`src/sv/rrcs_pkg.sv`:
```
// Shared types, constants and byte classifier for the repeat-count screen.
// No dependencies; every other file but rrcs_checker imports this package.
package rrcs_pkg;

    localparam int unsigned CountWidth = 31;
    localparam int unsigned ByteWidth  = 8;
    localparam logic [CountWidth-1:0] ThresholdReset = CountWidth'(50);

    localparam logic [ByteWidth-1:0] ChOpen  = 8'h7B;
    localparam logic [ByteWidth-1:0] ChClose = 8'h7D;
    localparam logic [ByteWidth-1:0] ChComma = 8'h2C;
    localparam logic [ByteWidth-1:0] ChZero  = 8'h30;
    localparam logic [ByteWidth-1:0] ChNine  = 8'h39;

    typedef enum logic [2:0] {
        CLS_OTHER = 3'd0,
        CLS_DIGIT = 3'd1,
        CLS_SPACE = 3'd2,
        CLS_COMMA = 3'd3,
        CLS_CLOSE = 3'd4,
        CLS_OPEN  = 3'd5
    } t_cls;

    typedef struct packed {
        t_cls       cls;
        logic [3:0] digit;
        logic       last;
    } t_item;

    typedef enum logic [6:0] {
        PH_IDLE   = 7'b0000001,
        PH_OPEN   = 7'b0000010,
        PH_NUM1   = 7'b0000100,
        PH_AFTER1 = 7'b0001000,
        PH_COMMA  = 7'b0010000,
        PH_NUM2   = 7'b0100000,
        PH_AFTER2 = 7'b1000000
    } t_phase;

    function automatic t_cls classify(input logic [ByteWidth-1:0] c);
        t_cls k;
        k = CLS_OTHER;
        if (c == ChOpen) begin
            k = CLS_OPEN;
        end else if (c == ChClose) begin
            k = CLS_CLOSE;
        end else if (c == ChComma) begin
            k = CLS_COMMA;
        end else if (c >= ChZero && c <= ChNine) begin
            k = CLS_DIGIT;
        end else if (c == 8'h09 || c == 8'h0A || c == 8'h0C || c == 8'h0D || c == 8'h20) begin
            k = CLS_SPACE;
        end
        return k;
    endfunction

endpackage

```
`src/sv/rrcs_front.sv`:
```
// Front end: classifies each incoming byte into a compact token.
// Depends on rrcs_pkg.
module rrcs_front import rrcs_pkg::*; (
    input  logic [ByteWidth-1:0] i_byte,
    input  logic                 i_last,
    output t_item                o_item
);

    logic [ByteWidth-1:0] w_digit;

    assign w_digit = i_byte - ChZero;

    always_comb begin
        o_item.cls   = classify(i_byte);
        o_item.digit = w_digit[3:0];
        o_item.last  = i_last;
    end

endmodule

```
`src/sv/rrcs_queue.sv`:
```
// Two-entry token queue between front and back end.
// Depends on rrcs_pkg.
module rrcs_queue import rrcs_pkg::*; (
    input  logic  i_clk,
    input  logic  i_rst_n,
    input  logic  i_push,
    input  t_item i_item,
    output logic  o_full,
    input  logic  i_pop,
    output logic  o_valid,
    output t_item o_item
);

    t_item      r_mem [2];
    logic       r_wptr;
    logic       r_rptr;
    logic [1:0] r_fill;

    assign o_full  = r_fill[1];
    assign o_valid = (r_fill != 2'd0);
    assign o_item  = r_mem[r_rptr];

    always_ff @(posedge i_clk) begin
        if (i_push) begin
            r_mem[r_wptr] <= i_item;
        end
    end

    always_ff @(posedge i_clk) begin
        if (!i_rst_n) begin
            r_wptr <= 1'b0;
            r_rptr <= 1'b0;
            r_fill <= 2'd0;
        end else begin
            if (i_push) begin
                r_wptr <= ~r_wptr;
            end
            if (i_pop) begin
                r_rptr <= ~r_rptr;
            end
            r_fill <= r_fill + {1'b0, i_push} - {1'b0, i_pop};
        end
    end

endmodule

```
`src/sv/rrcs_back.sv`:
```
// Back end: quantifier state machine, count accumulator and result register.
// Depends on rrcs_pkg.
module rrcs_back import rrcs_pkg::*; (
    input  logic                  i_clk,
    input  logic                  i_rst_n,
    input  logic [CountWidth-1:0] i_threshold,
    input  logic                  i_valid,
    input  t_item                 i_item,
    output logic                  o_pop,
    output logic                  o_res_valid,
    output logic                  o_res_flag,
    input  logic                  i_res_ready
);

    t_phase                r_ph,  n_ph;
    logic [CountWidth-1:0] r_cnt, n_cnt;
    logic                  r_sat, n_sat;
    logic                  r_first, n_first;
    logic                  r_found, n_found;
    logic                  r_out_valid;
    logic                  r_out_flag;

    logic [CountWidth+3:0] w_acc;
    logic                  w_acc_sat;
    logic                  w_large;
    logic                  w_digit_first_large;

    assign o_pop       = i_valid && (!i_item.last || !r_out_valid || i_res_ready);
    assign o_res_valid = r_out_valid;
    assign o_res_flag  = r_out_flag;

    // count * 10 + digit
    assign w_acc = ({4'd0, r_cnt} << 3) + ({4'd0, r_cnt} << 1)
                 + {{(CountWidth){1'b0}}, i_item.digit};
    assign w_acc_sat = r_sat || (w_acc[CountWidth+3:CountWidth] != 4'd0);
    assign w_large   = !r_sat && (r_cnt > i_threshold);
    assign w_digit_first_large = 1'b0;

    always_comb begin
        n_ph    = r_ph;
        n_cnt   = r_cnt;
        n_sat   = r_sat;
        n_first = r_first;
        n_found = r_found;
        if (i_item.cls == CLS_OPEN) begin
            n_ph    = PH_OPEN;
            n_cnt   = '0;
            n_sat   = 1'b0;
            n_first = w_digit_first_large;
        end else begin
            unique case (r_ph)
                PH_OPEN: begin
                    if (i_item.cls == CLS_DIGIT) begin
                        n_cnt = {{(CountWidth-4){1'b0}}, i_item.digit};
                        n_sat = 1'b0;
                        n_ph  = PH_NUM1;
                    end else if (i_item.cls != CLS_SPACE) begin
                        n_ph = PH_IDLE;
                    end
                end
                PH_NUM1: begin
                    unique case (i_item.cls)
                        CLS_DIGIT: begin
                            n_cnt = w_acc[CountWidth-1:0];
                            n_sat = w_acc_sat;
                        end
                        CLS_CLOSE: begin
                            n_found = r_found || w_large;
                            n_ph    = PH_IDLE;
                        end
                        CLS_COMMA: begin
                            n_first = w_large;
                            n_ph    = PH_COMMA;
                        end
                        CLS_SPACE: begin
                            n_first = w_large;
                            n_ph    = PH_AFTER1;
                        end
                        default: n_ph = PH_IDLE;
                    endcase
                end
                PH_AFTER1: begin
                    unique case (i_item.cls)
                        CLS_CLOSE: begin
                            n_found = r_found || r_first;
                            n_ph    = PH_IDLE;
                        end
                        CLS_COMMA: n_ph = PH_COMMA;
                        CLS_SPACE: n_ph = PH_AFTER1;
                        default:   n_ph = PH_IDLE;
                    endcase
                end
                PH_COMMA: begin
                    unique case (i_item.cls)
                        CLS_CLOSE: begin
                            n_found = r_found || r_first;
                            n_ph    = PH_IDLE;
                        end
                        CLS_DIGIT: begin
                            n_cnt = {{(CountWidth-4){1'b0}}, i_item.digit};
                            n_sat = 1'b0;
                            n_ph  = PH_NUM2;
                        end
                        CLS_SPACE: n_ph = PH_COMMA;
                        default:   n_ph = PH_IDLE;
                    endcase
                end
                PH_NUM2: begin
                    unique case (i_item.cls)
                        CLS_DIGIT: begin
                            n_cnt = w_acc[CountWidth-1:0];
                            n_sat = w_acc_sat;
                        end
                        CLS_CLOSE: begin
                            n_found = r_found || r_first || w_large;
                            n_ph    = PH_IDLE;
                        end
                        CLS_SPACE: n_ph = PH_AFTER2;
                        default:   n_ph = PH_IDLE;
                    endcase
                end
                PH_AFTER2: begin
                    unique case (i_item.cls)
                        CLS_CLOSE: begin
                            n_found = r_found || r_first || w_large;
                            n_ph    = PH_IDLE;
                        end
                        CLS_SPACE: n_ph = PH_AFTER2;
                        default:   n_ph = PH_IDLE;
                    endcase
                end
                default: n_ph = PH_IDLE;
            endcase
        end
    end

    always_ff @(posedge i_clk) begin
        if (!i_rst_n) begin
            r_ph        <= PH_IDLE;
            r_cnt       <= '0;
            r_sat       <= 1'b0;
            r_first     <= 1'b0;
            r_found     <= 1'b0;
            r_out_valid <= 1'b0;
        end else begin
            if (o_pop) begin
                if (i_item.last) begin
                    r_ph    <= PH_IDLE;
                    r_cnt   <= '0;
                    r_sat   <= 1'b0;
                    r_first <= 1'b0;
                    r_found <= 1'b0;
                end else begin
                    r_ph    <= n_ph;
                    r_cnt   <= n_cnt;
                    r_sat   <= n_sat;
                    r_first <= n_first;
                    r_found <= n_found;
                end
            end
            if (o_pop && i_item.last) begin
                r_out_valid <= 1'b1;
            end else if (i_res_ready) begin
                r_out_valid <= 1'b0;
            end
        end
    end

    always_ff @(posedge i_clk) begin
        if (o_pop && i_item.last) begin
            r_out_flag <= n_found;
        end
    end

endmodule

```
`src/sv/regex_repeat_count_screen.sv`:
```
// Repeat-count screen for regular-expression text, one byte per transfer.
// A string that holds a {N}, {N,} or {N,M} quantifier whose count exceeds
// the threshold without overflowing the count is flagged; one result transfer follows the byte with tlast.
// The block takes one byte every clock cycle while its queue is not full. The
// last byte of a string passes through the queue and, once the back end pops
// it, sets the registered m_axis_tvalid. The rate is
// set by the back-end state machine, which folds one byte per cycle
// into a 31-bit count (one multiply-by-ten add). A two-entry queue lets the
// front keep accepting while a result waits. Threshold writes are accepted in
// every cycle and must only occur while no string is in flight.
// Depends on rrcs_pkg, rrcs_front, rrcs_queue, rrcs_back.
module regex_repeat_count_screen import rrcs_pkg::*; (
    input  logic                  i_clk,
    input  logic                  i_rst_n,
    input  logic                  s_axis_tvalid,
    output logic                  s_axis_tready,
    input  logic [7:0]            s_axis_tdata,   // [7:0] text_byte
    input  logic                  s_axis_tlast,   // end_of_text
    output logic                  m_axis_tvalid,
    input  logic                  m_axis_tready,
    output logic [7:0]            m_axis_tdata,   // [0] expensive, [7:1] zero
    input  logic                  i_cfg_valid,
    output logic                  o_cfg_ready,
    input  logic [CountWidth-1:0] i_cfg_data      // count_threshold
);

    logic [CountWidth-1:0] r_threshold;
    t_item                 w_front_item;
    t_item                 w_q_item;
    logic                  w_q_full;
    logic                  w_q_valid;
    logic                  w_push;
    logic                  w_pop;
    logic                  w_res_flag;

    assign o_cfg_ready   = 1'b1;
    assign s_axis_tready = !w_q_full;
    assign w_push        = s_axis_tvalid && !w_q_full;
    assign m_axis_tdata  = {7'd0, w_res_flag};

    always_ff @(posedge i_clk) begin
        if (!i_rst_n) begin
            r_threshold <= ThresholdReset;
        end else if (i_cfg_valid) begin
            r_threshold <= i_cfg_data;
        end
    end

    rrcs_front u_front (
        .i_byte (s_axis_tdata),
        .i_last (s_axis_tlast),
        .o_item (w_front_item)
    );

    rrcs_queue u_queue (
        .i_clk   (i_clk),
        .i_rst_n (i_rst_n),
        .i_push  (w_push),
        .i_item  (w_front_item),
        .o_full  (w_q_full),
        .i_pop   (w_pop),
        .o_valid (w_q_valid),
        .o_item  (w_q_item)
    );

    rrcs_back u_back (
        .i_clk       (i_clk),
        .i_rst_n     (i_rst_n),
        .i_threshold (r_threshold),
        .i_valid     (w_q_valid),
        .i_item      (w_q_item),
        .o_pop       (w_pop),
        .o_res_valid (m_axis_tvalid),
        .o_res_flag  (w_res_flag),
        .i_res_ready (m_axis_tready)
    );

endmodule

```
`config.mk`:
```
export PLATFORM = sky130hd
export DESIGN_NAME = regex_repeat_count_screen
export DESIGN_NICKNAME = d
export VERILOG_FILES = /design/src/sv/rrcs_pkg.sv /design/src/sv/rrcs_front.sv /design/src/sv/rrcs_queue.sv /design/src/sv/rrcs_back.sv /design/src/sv/regex_repeat_count_screen.sv
export SDC_FILE = /design/constraint.sdc
export NUM_CORES = 1
export LEC_CHECK = 0
export BUFFER_PORTS_ARGS = -buffer_cell sky130_fd_sc_hd__buf_2
export CAP_MARGIN = 30
export CORE_MARGIN = 2
export CORE_UTILIZATION = 60
export CTS_CLUSTER_DIAMETER = 30
export CTS_CLUSTER_SIZE = 40
export DETAILED_ROUTE_END_ITERATION = 10
export PLACE_DENSITY = 0.81
export SYNTH_ARGS = -nofsm -noshare
export SYNTH_HDL_FRONTEND = slang
export SYNTH_HIERARCHICAL = 1
export SYNTH_SLANG_ARGS = --single-unit
```
`constraint.sdc`:
```
create_clock -name i_clk -period 3.7 [get_ports i_clk]
set_clock_uncertainty 0.15 [all_clocks]
set_input_delay 0.37 -clock i_clk [delete_from_list [all_inputs] [get_ports i_clk]]
set_output_delay 0.37 -clock i_clk [all_outputs]
set_load 0.005 [all_outputs]
```
* Word-level counts from Yosys, hierarchy flattened
Memories as Yosys holds them, arrays and structs flattened. A register that Yosys moved wholly into a read port is not among the register bits.
Index checks and enable logic that the tools add are counted.
** Storage, ports and cells
- Register bits after elaboration :: 78
- Bits in writable memories :: 16
- Output and inout port bits :: 11
- Memories :: 1
** Memories
- u_queue.r_mem :: depth 2, bits a word 8, read ports 1, clocked after Yosys merged registers in 1, write ports 1, line rrcs_queue.sv:14 : t_item r_mem [2];
** Operators by class
- Add/sub/neg operators :: 5
- Magnitude comparators :: 3
- Equal/unequal tests :: 25
- Multiplexer cells :: 41
- Bitwise gates (word level) :: 2
- Reduce and logical (&&, ||, !) cells :: 33
** Operator list (number)
- 2-to-1 mux 31 bit :: 4
- one-hot mux 31 bit (2 select lines) :: 1
- one-hot mux 7 bit (6 select lines) :: 1
- adder 34 x 32 -> 35 bit :: 1
- adder 35 x 4 -> 35 bit :: 1
- 2-to-1 mux 7 bit :: 5
- == test 8 x 4 -> 1 bit (second input constant) :: 4
- > comparator 31 bit :: 1
- one-hot mux 7 bit (3 select lines) :: 1
- 2-to-1 mux 1 bit :: 19
- == test 8 x 6 -> 1 bit (second input constant) :: 2
- == test 8 x 7 -> 1 bit (second input constant) :: 2
- one-hot mux 7 bit (2 select lines) :: 1
- 2-to-1 mux 3 bit :: 4
- one-hot mux 6 bit (2 select lines) :: 1
- logical OR 1 bit :: 10
- one-hot mux 5 bit (2 select lines) :: 1
- OR reduction 2 bit :: 5
- >= comparator 8 x 6 -> 1 bit (second input constant) :: 1
- less-or-equal comparator 8 x 6 -> 1 bit (second input constant) :: 1
- inequality test 4 x 1 -> 1 bit (second input constant) :: 2
- inequality test 4 x 2 -> 1 bit (second input constant) :: 2
- AND reduction 4 bit :: 2
- nonzero test 4 bit :: 2
- other kinds (23) :: 35

* Longest topological paths before layout
- Word-level depth :: 10
- Depth in mapped cells :: 14

* Hierarchy
Netlist, hierarchy kept.
** By module, submodules not included
- rrcs_back :: times used 1, cells each 588, area an instance 4788.3 µm², sequential area each 870.8 µm²
- regex_repeat_count_screen :: times used 1, cells each 113, area an instance 1285.0 µm², sequential area each 620.6 µm²
- rrcs_queue :: times used 1, cells each 45, area an instance 799.5 µm², sequential area each 580.6 µm²
- rrcs_front :: times used 1, cells each 24, area an instance 171.4 µm², sequential area each 0.0 µm²

* Least setup slack after synthesis
OpenSTA, ideal clock, no wires.
- Path type :: reg2reg
- Start :: register with a tool-made name
- End :: register u_back.r_cnt[22]
- Library setup time :: 58 ps
- Arrival :: 3204 ps
- Data required time :: 3492 ps
- Setup slack :: 289 ps
- Cell stages (with the launch flop) :: 15
- Path buffers :: 1
- Cell sequence :: dfxtp_1 -> buf_2 -> mux2_2 -> inv_1 -> fa_1 -> inv_1 -> fa_1 -> a211oi_1 -> o21bai_1 -> a21oi_1 -> o41ai_2 -> a31oi_1 -> o21ai_1 -> nor4b_1 -> a211o_1
** RTL lines
- to (signal assigned) :: line rrcs_back.sv:155 : r_cnt <= n_cnt;
- to (decl) :: line rrcs_back.sv:16 : logic [CountWidth-1:0] r_cnt, n_cnt;

==> results.py <==
metrics = {
    "logic_synthesis": {
        "seq_area_frac_synth": 0.294,
        "syn-instance-count": 770,
        "avgSynthCellArea_um2": 9.15,
        "synth_ff_type": "dfxtp_1",
        "synth_edf_count": 17,
        "synth_area_leader_cell": "dfxtp_1",
        "yosys_warnings": 6,
        "ys_top_cells_by_area": "dfxtp_1 22%, ha_1 17%, edfxtp_1 7.2%",
        "synth.distinct_cells": 76,
        "synth_seq_cells": 95,
        "ys_async_sr_fraction": 0,
        "syn_area_um2": 7040,
        "synth_top_area_frac": 0.222,
    },
    "global_routing": {
        "grt_pass1_vias": 5760,
        "grt_first_pass_wirelength_mm": 26.6,
        "antenna_found_initial": 0,
        "grt_max_degree": 34,
        "grt_overflow_total": 0,
        "grtUsageTotal": 0.257,
    },
    "clocking": {
        "cts.htree.levels": 3,
        "clockBufferDepth": 2,
        "clk_pin_slew_ns": 0.07,
        "cts-root-buf": "clkbuf_16",
        "numCtsBuffers": 9,
        "cts_hold_buf": 0,
        "cts_tree": "yes",
        "numClockSinks": 95,
        "worstSkewPairLatency_ns": 0.35,
    },
    "critical_path": {
        "cp_data_required_time_ns": 3.78,
        "crit_path_end_kind": "register",
        "critPathKind": "register to register",
        "cp_max_fo": 6,
        "crit_arrival_ns": 3.61,
        "rrSetupSlack_ns": 0.17,
        "crit_path_start_kind": "register",
    },
    "routing": {
        "vias": 5785,
        "wl_per_cell_um": 16.9,
        "dr.pass1.iters": 4,
        "drt_iter0_drc": 336,
        "ant_nets": 0,
        "vias_per_cell": 6.09,
        "drc": 0,
        "wl_mm": 16.0,
    },
    "power_and_ir_drop": {
        "switching_power_w": 0.000836,
        "p_leak_nw": 3.52,
        "p_int_w": 0.00195,
        "p_per_area_nw_per_um2": 367,
        "p_clk_frac": 0.339,
        "share_seq_of_total_power": 0.421,
        "p_total_w": 0.00279,
        "comb_power_share": 0.241,
        "ir_drop_v": 0.000366,
        "swShare": 0.299,
    },
    "layout": {
        "regArea_um2": 2070,
        "multi_input_area_um2": 4580,
        "post-route-util": 0.666,
        "diodes": 0,
        "nNetsFinal": 943,
        "synthToLayoutAreaGrowth_pct": 8.03,
        "drive_gt1_frac": 0.130,
        "num-fill-cells": 954,
    },
    "timing": {
        "finalCriticalPeriod_ns": 3.53,
        "relSlewSlack": 0.368,
        "setup_violations": 0,
        "hold_slack_ns": 0.0591,
        "post-route-period-util": 0.954,
        "tns_ns": 0,
        "hold_viol_final": 0,
        "max_freq_mhz": 283,
        "timing.final.ws_setup_ns": 0.170,
        "tightest_slew_ns": 0.948,
        "final-max-slew-violation-count": 0,
    },
    "floorplanning": {
        "ios": 56,
        "die_height_um": 112,
        "start_util": 0.617,
        "core.rowCount": 39,
        "die_x_um": 112,
        "core_area_um2": 11400,
        "dieArea_um2": 12600,
    },
    "placement": {
        "gp_congestion": 0.981,
        "dp_hpwl_mm": 12.0,
        "post-place-ws_ns": 0.0869,
        "port_buffers": 47,
    },
    "worst_hold_path": {
        "min_path_type": "input pin to register",
    },
    "status": {
        "status": "finished, final reports clean",
    },
    "job": {
        "drv_cap": 0,
    },
}
==> final timing paths <==
path	start	end	cells past startpoint
setup reg to reg	register	u_back/r_sat$_SDFFE_PN0P_	13
hold reg to reg	r_threshold[1]$_SDFFE_PN1P_	r_threshold[1]$_SDFFE_PN1P_	2
setup / recovery	register	u_back/r_sat$_SDFFE_PN0P_	13
hold / removal	s_axis_tlast	u_queue/r_mem[1][0]$_DFFE_PP_	1
==> layout make-up <==
cell class	instances	share of cell area
multi-input cells	591	0.601
flip-flops and latches	95	0.272
repair buffers	55	0.0388
clock buffers	11	0.0319
inverters	50	0.0247
well taps	143	0.0235
clock inverters	5	0.00740
==> metrics by stage <==
stage / instance area (um^2) / cells
CTS: 7540 / 949
global route: 7610 / 950
detailed placement: 7240 / 933
finish: 7610 / 950
floorplan: 7070 / 776
global placement: 7240 / 933
==> worst max-delay path, cell delays in order, from the launching register on <==
cell and delay, ns:
dfxtp_2 0.35, buf_4 0.15, mux2_2 0.35, ha_1 0.22, ha_1 0.24, fa_2 0.38
a211oi_1 0.21, o21bai_1 0.14, and4_1 0.25, o211ai_2 0.28, nand2_2 0.11, a211oi_2 0.27
xor2_1 0.16, a41oi_1 0.12
==> power groups by stage <==
stage,clock network [W],registers (W),logic [W]
after CTS,0.000958,0.00117,0.000663
after detailed placement,0,0.00120,0.000654
after floorplan,0,0.00118,0.000507
final,0.000945,0.00117,0.000671
after global routing,0.00101,0.00118,0.000747
after global placement,0,0.00119,0.000620
==> repair_timing <==
item                                   in CTS  in global routing
endpoints found under the hold margin       0                  0
gates resized for setup                     0                 12
setup endpoints to repair                   0                 10
buffers inserted                            0                  1
==> flip-flops by register name (all words and copies together), names as in the netlist, named ones only <==
signal,count
u_back/r_sat,1
u_back/r_cnt,31
u_queue/r_fill,2
u_queue/r_mem,16
u_back/o_res_valid,1
u_queue/r_wptr,1
u_back/o_res_flag,1
u_back/r_first,1
u_back/r_ph,7
u_back/r_found,1
u_queue/r_rptr,1
r_threshold,31
==> synthesized netlist by cell type, types with 4 or more instances <==
master,instances
nor2_1,36
mux2_2,8
a31oi_1,8
inv_1,50
nor2b_1,66
a21o_1,23
mux2i_1,35
nor4_1,4
o21ai_1,8
nor3_1,17
o21bai_1,4
nand4_1,15
a21oi_1,36
a22oi_1,22
dfxtp_1,78
nand3_1,14
buf_4,15
ha_1,94
xnor2_1,21
edfxtp_1,17
nand2_1,40
buf_2,4
o21ai_0,24
a21boi_0,4
xor2_1,9
o21a_1,6
clkbuf_1,13
nand2b_1,8
and2_1,10
a211oi_1,8
==> metal layers <==
| metal | global-route usage | wire length, um | vias up |
|---|---|---|---|
| met5 | 0 | 0 | - |
| met4 | 0.113 | 425 | 0 |
| met3 | 0.0400 | 733 | 37 |
| met2 | 0.447 | 7990 | 163 |
| met1 | 0.317 | 6890 | 2748 |
| li1 | - | - | 2837 |
==> placed cells by master (no fill, tap or decap), types with 22 or more instances in the layout <==
cell type / count
a21oi_1: 34
nand2_1: 39
a22oi_1: 22
dfxtp_1: 77
ha_1: 94
o21ai_0: 24
nor2b_1: 66
inv_1: 50
nor2_1: 36
a21o_1: 23
buf_2: 47
mux2i_1: 35
==> logic make-up after synthesis <==
group,synth area share
and+or+nand+nor,0.184
buffers and inverters,0.0693
DFF,0.294
other,0.00107
xor gates and xnor gates,0.0405
AOI/OAI and AO/OA,0.176
adders and majority gates,0.173
muxes,0.0625
Note: power is estimated with default switching activity, not from simulation.
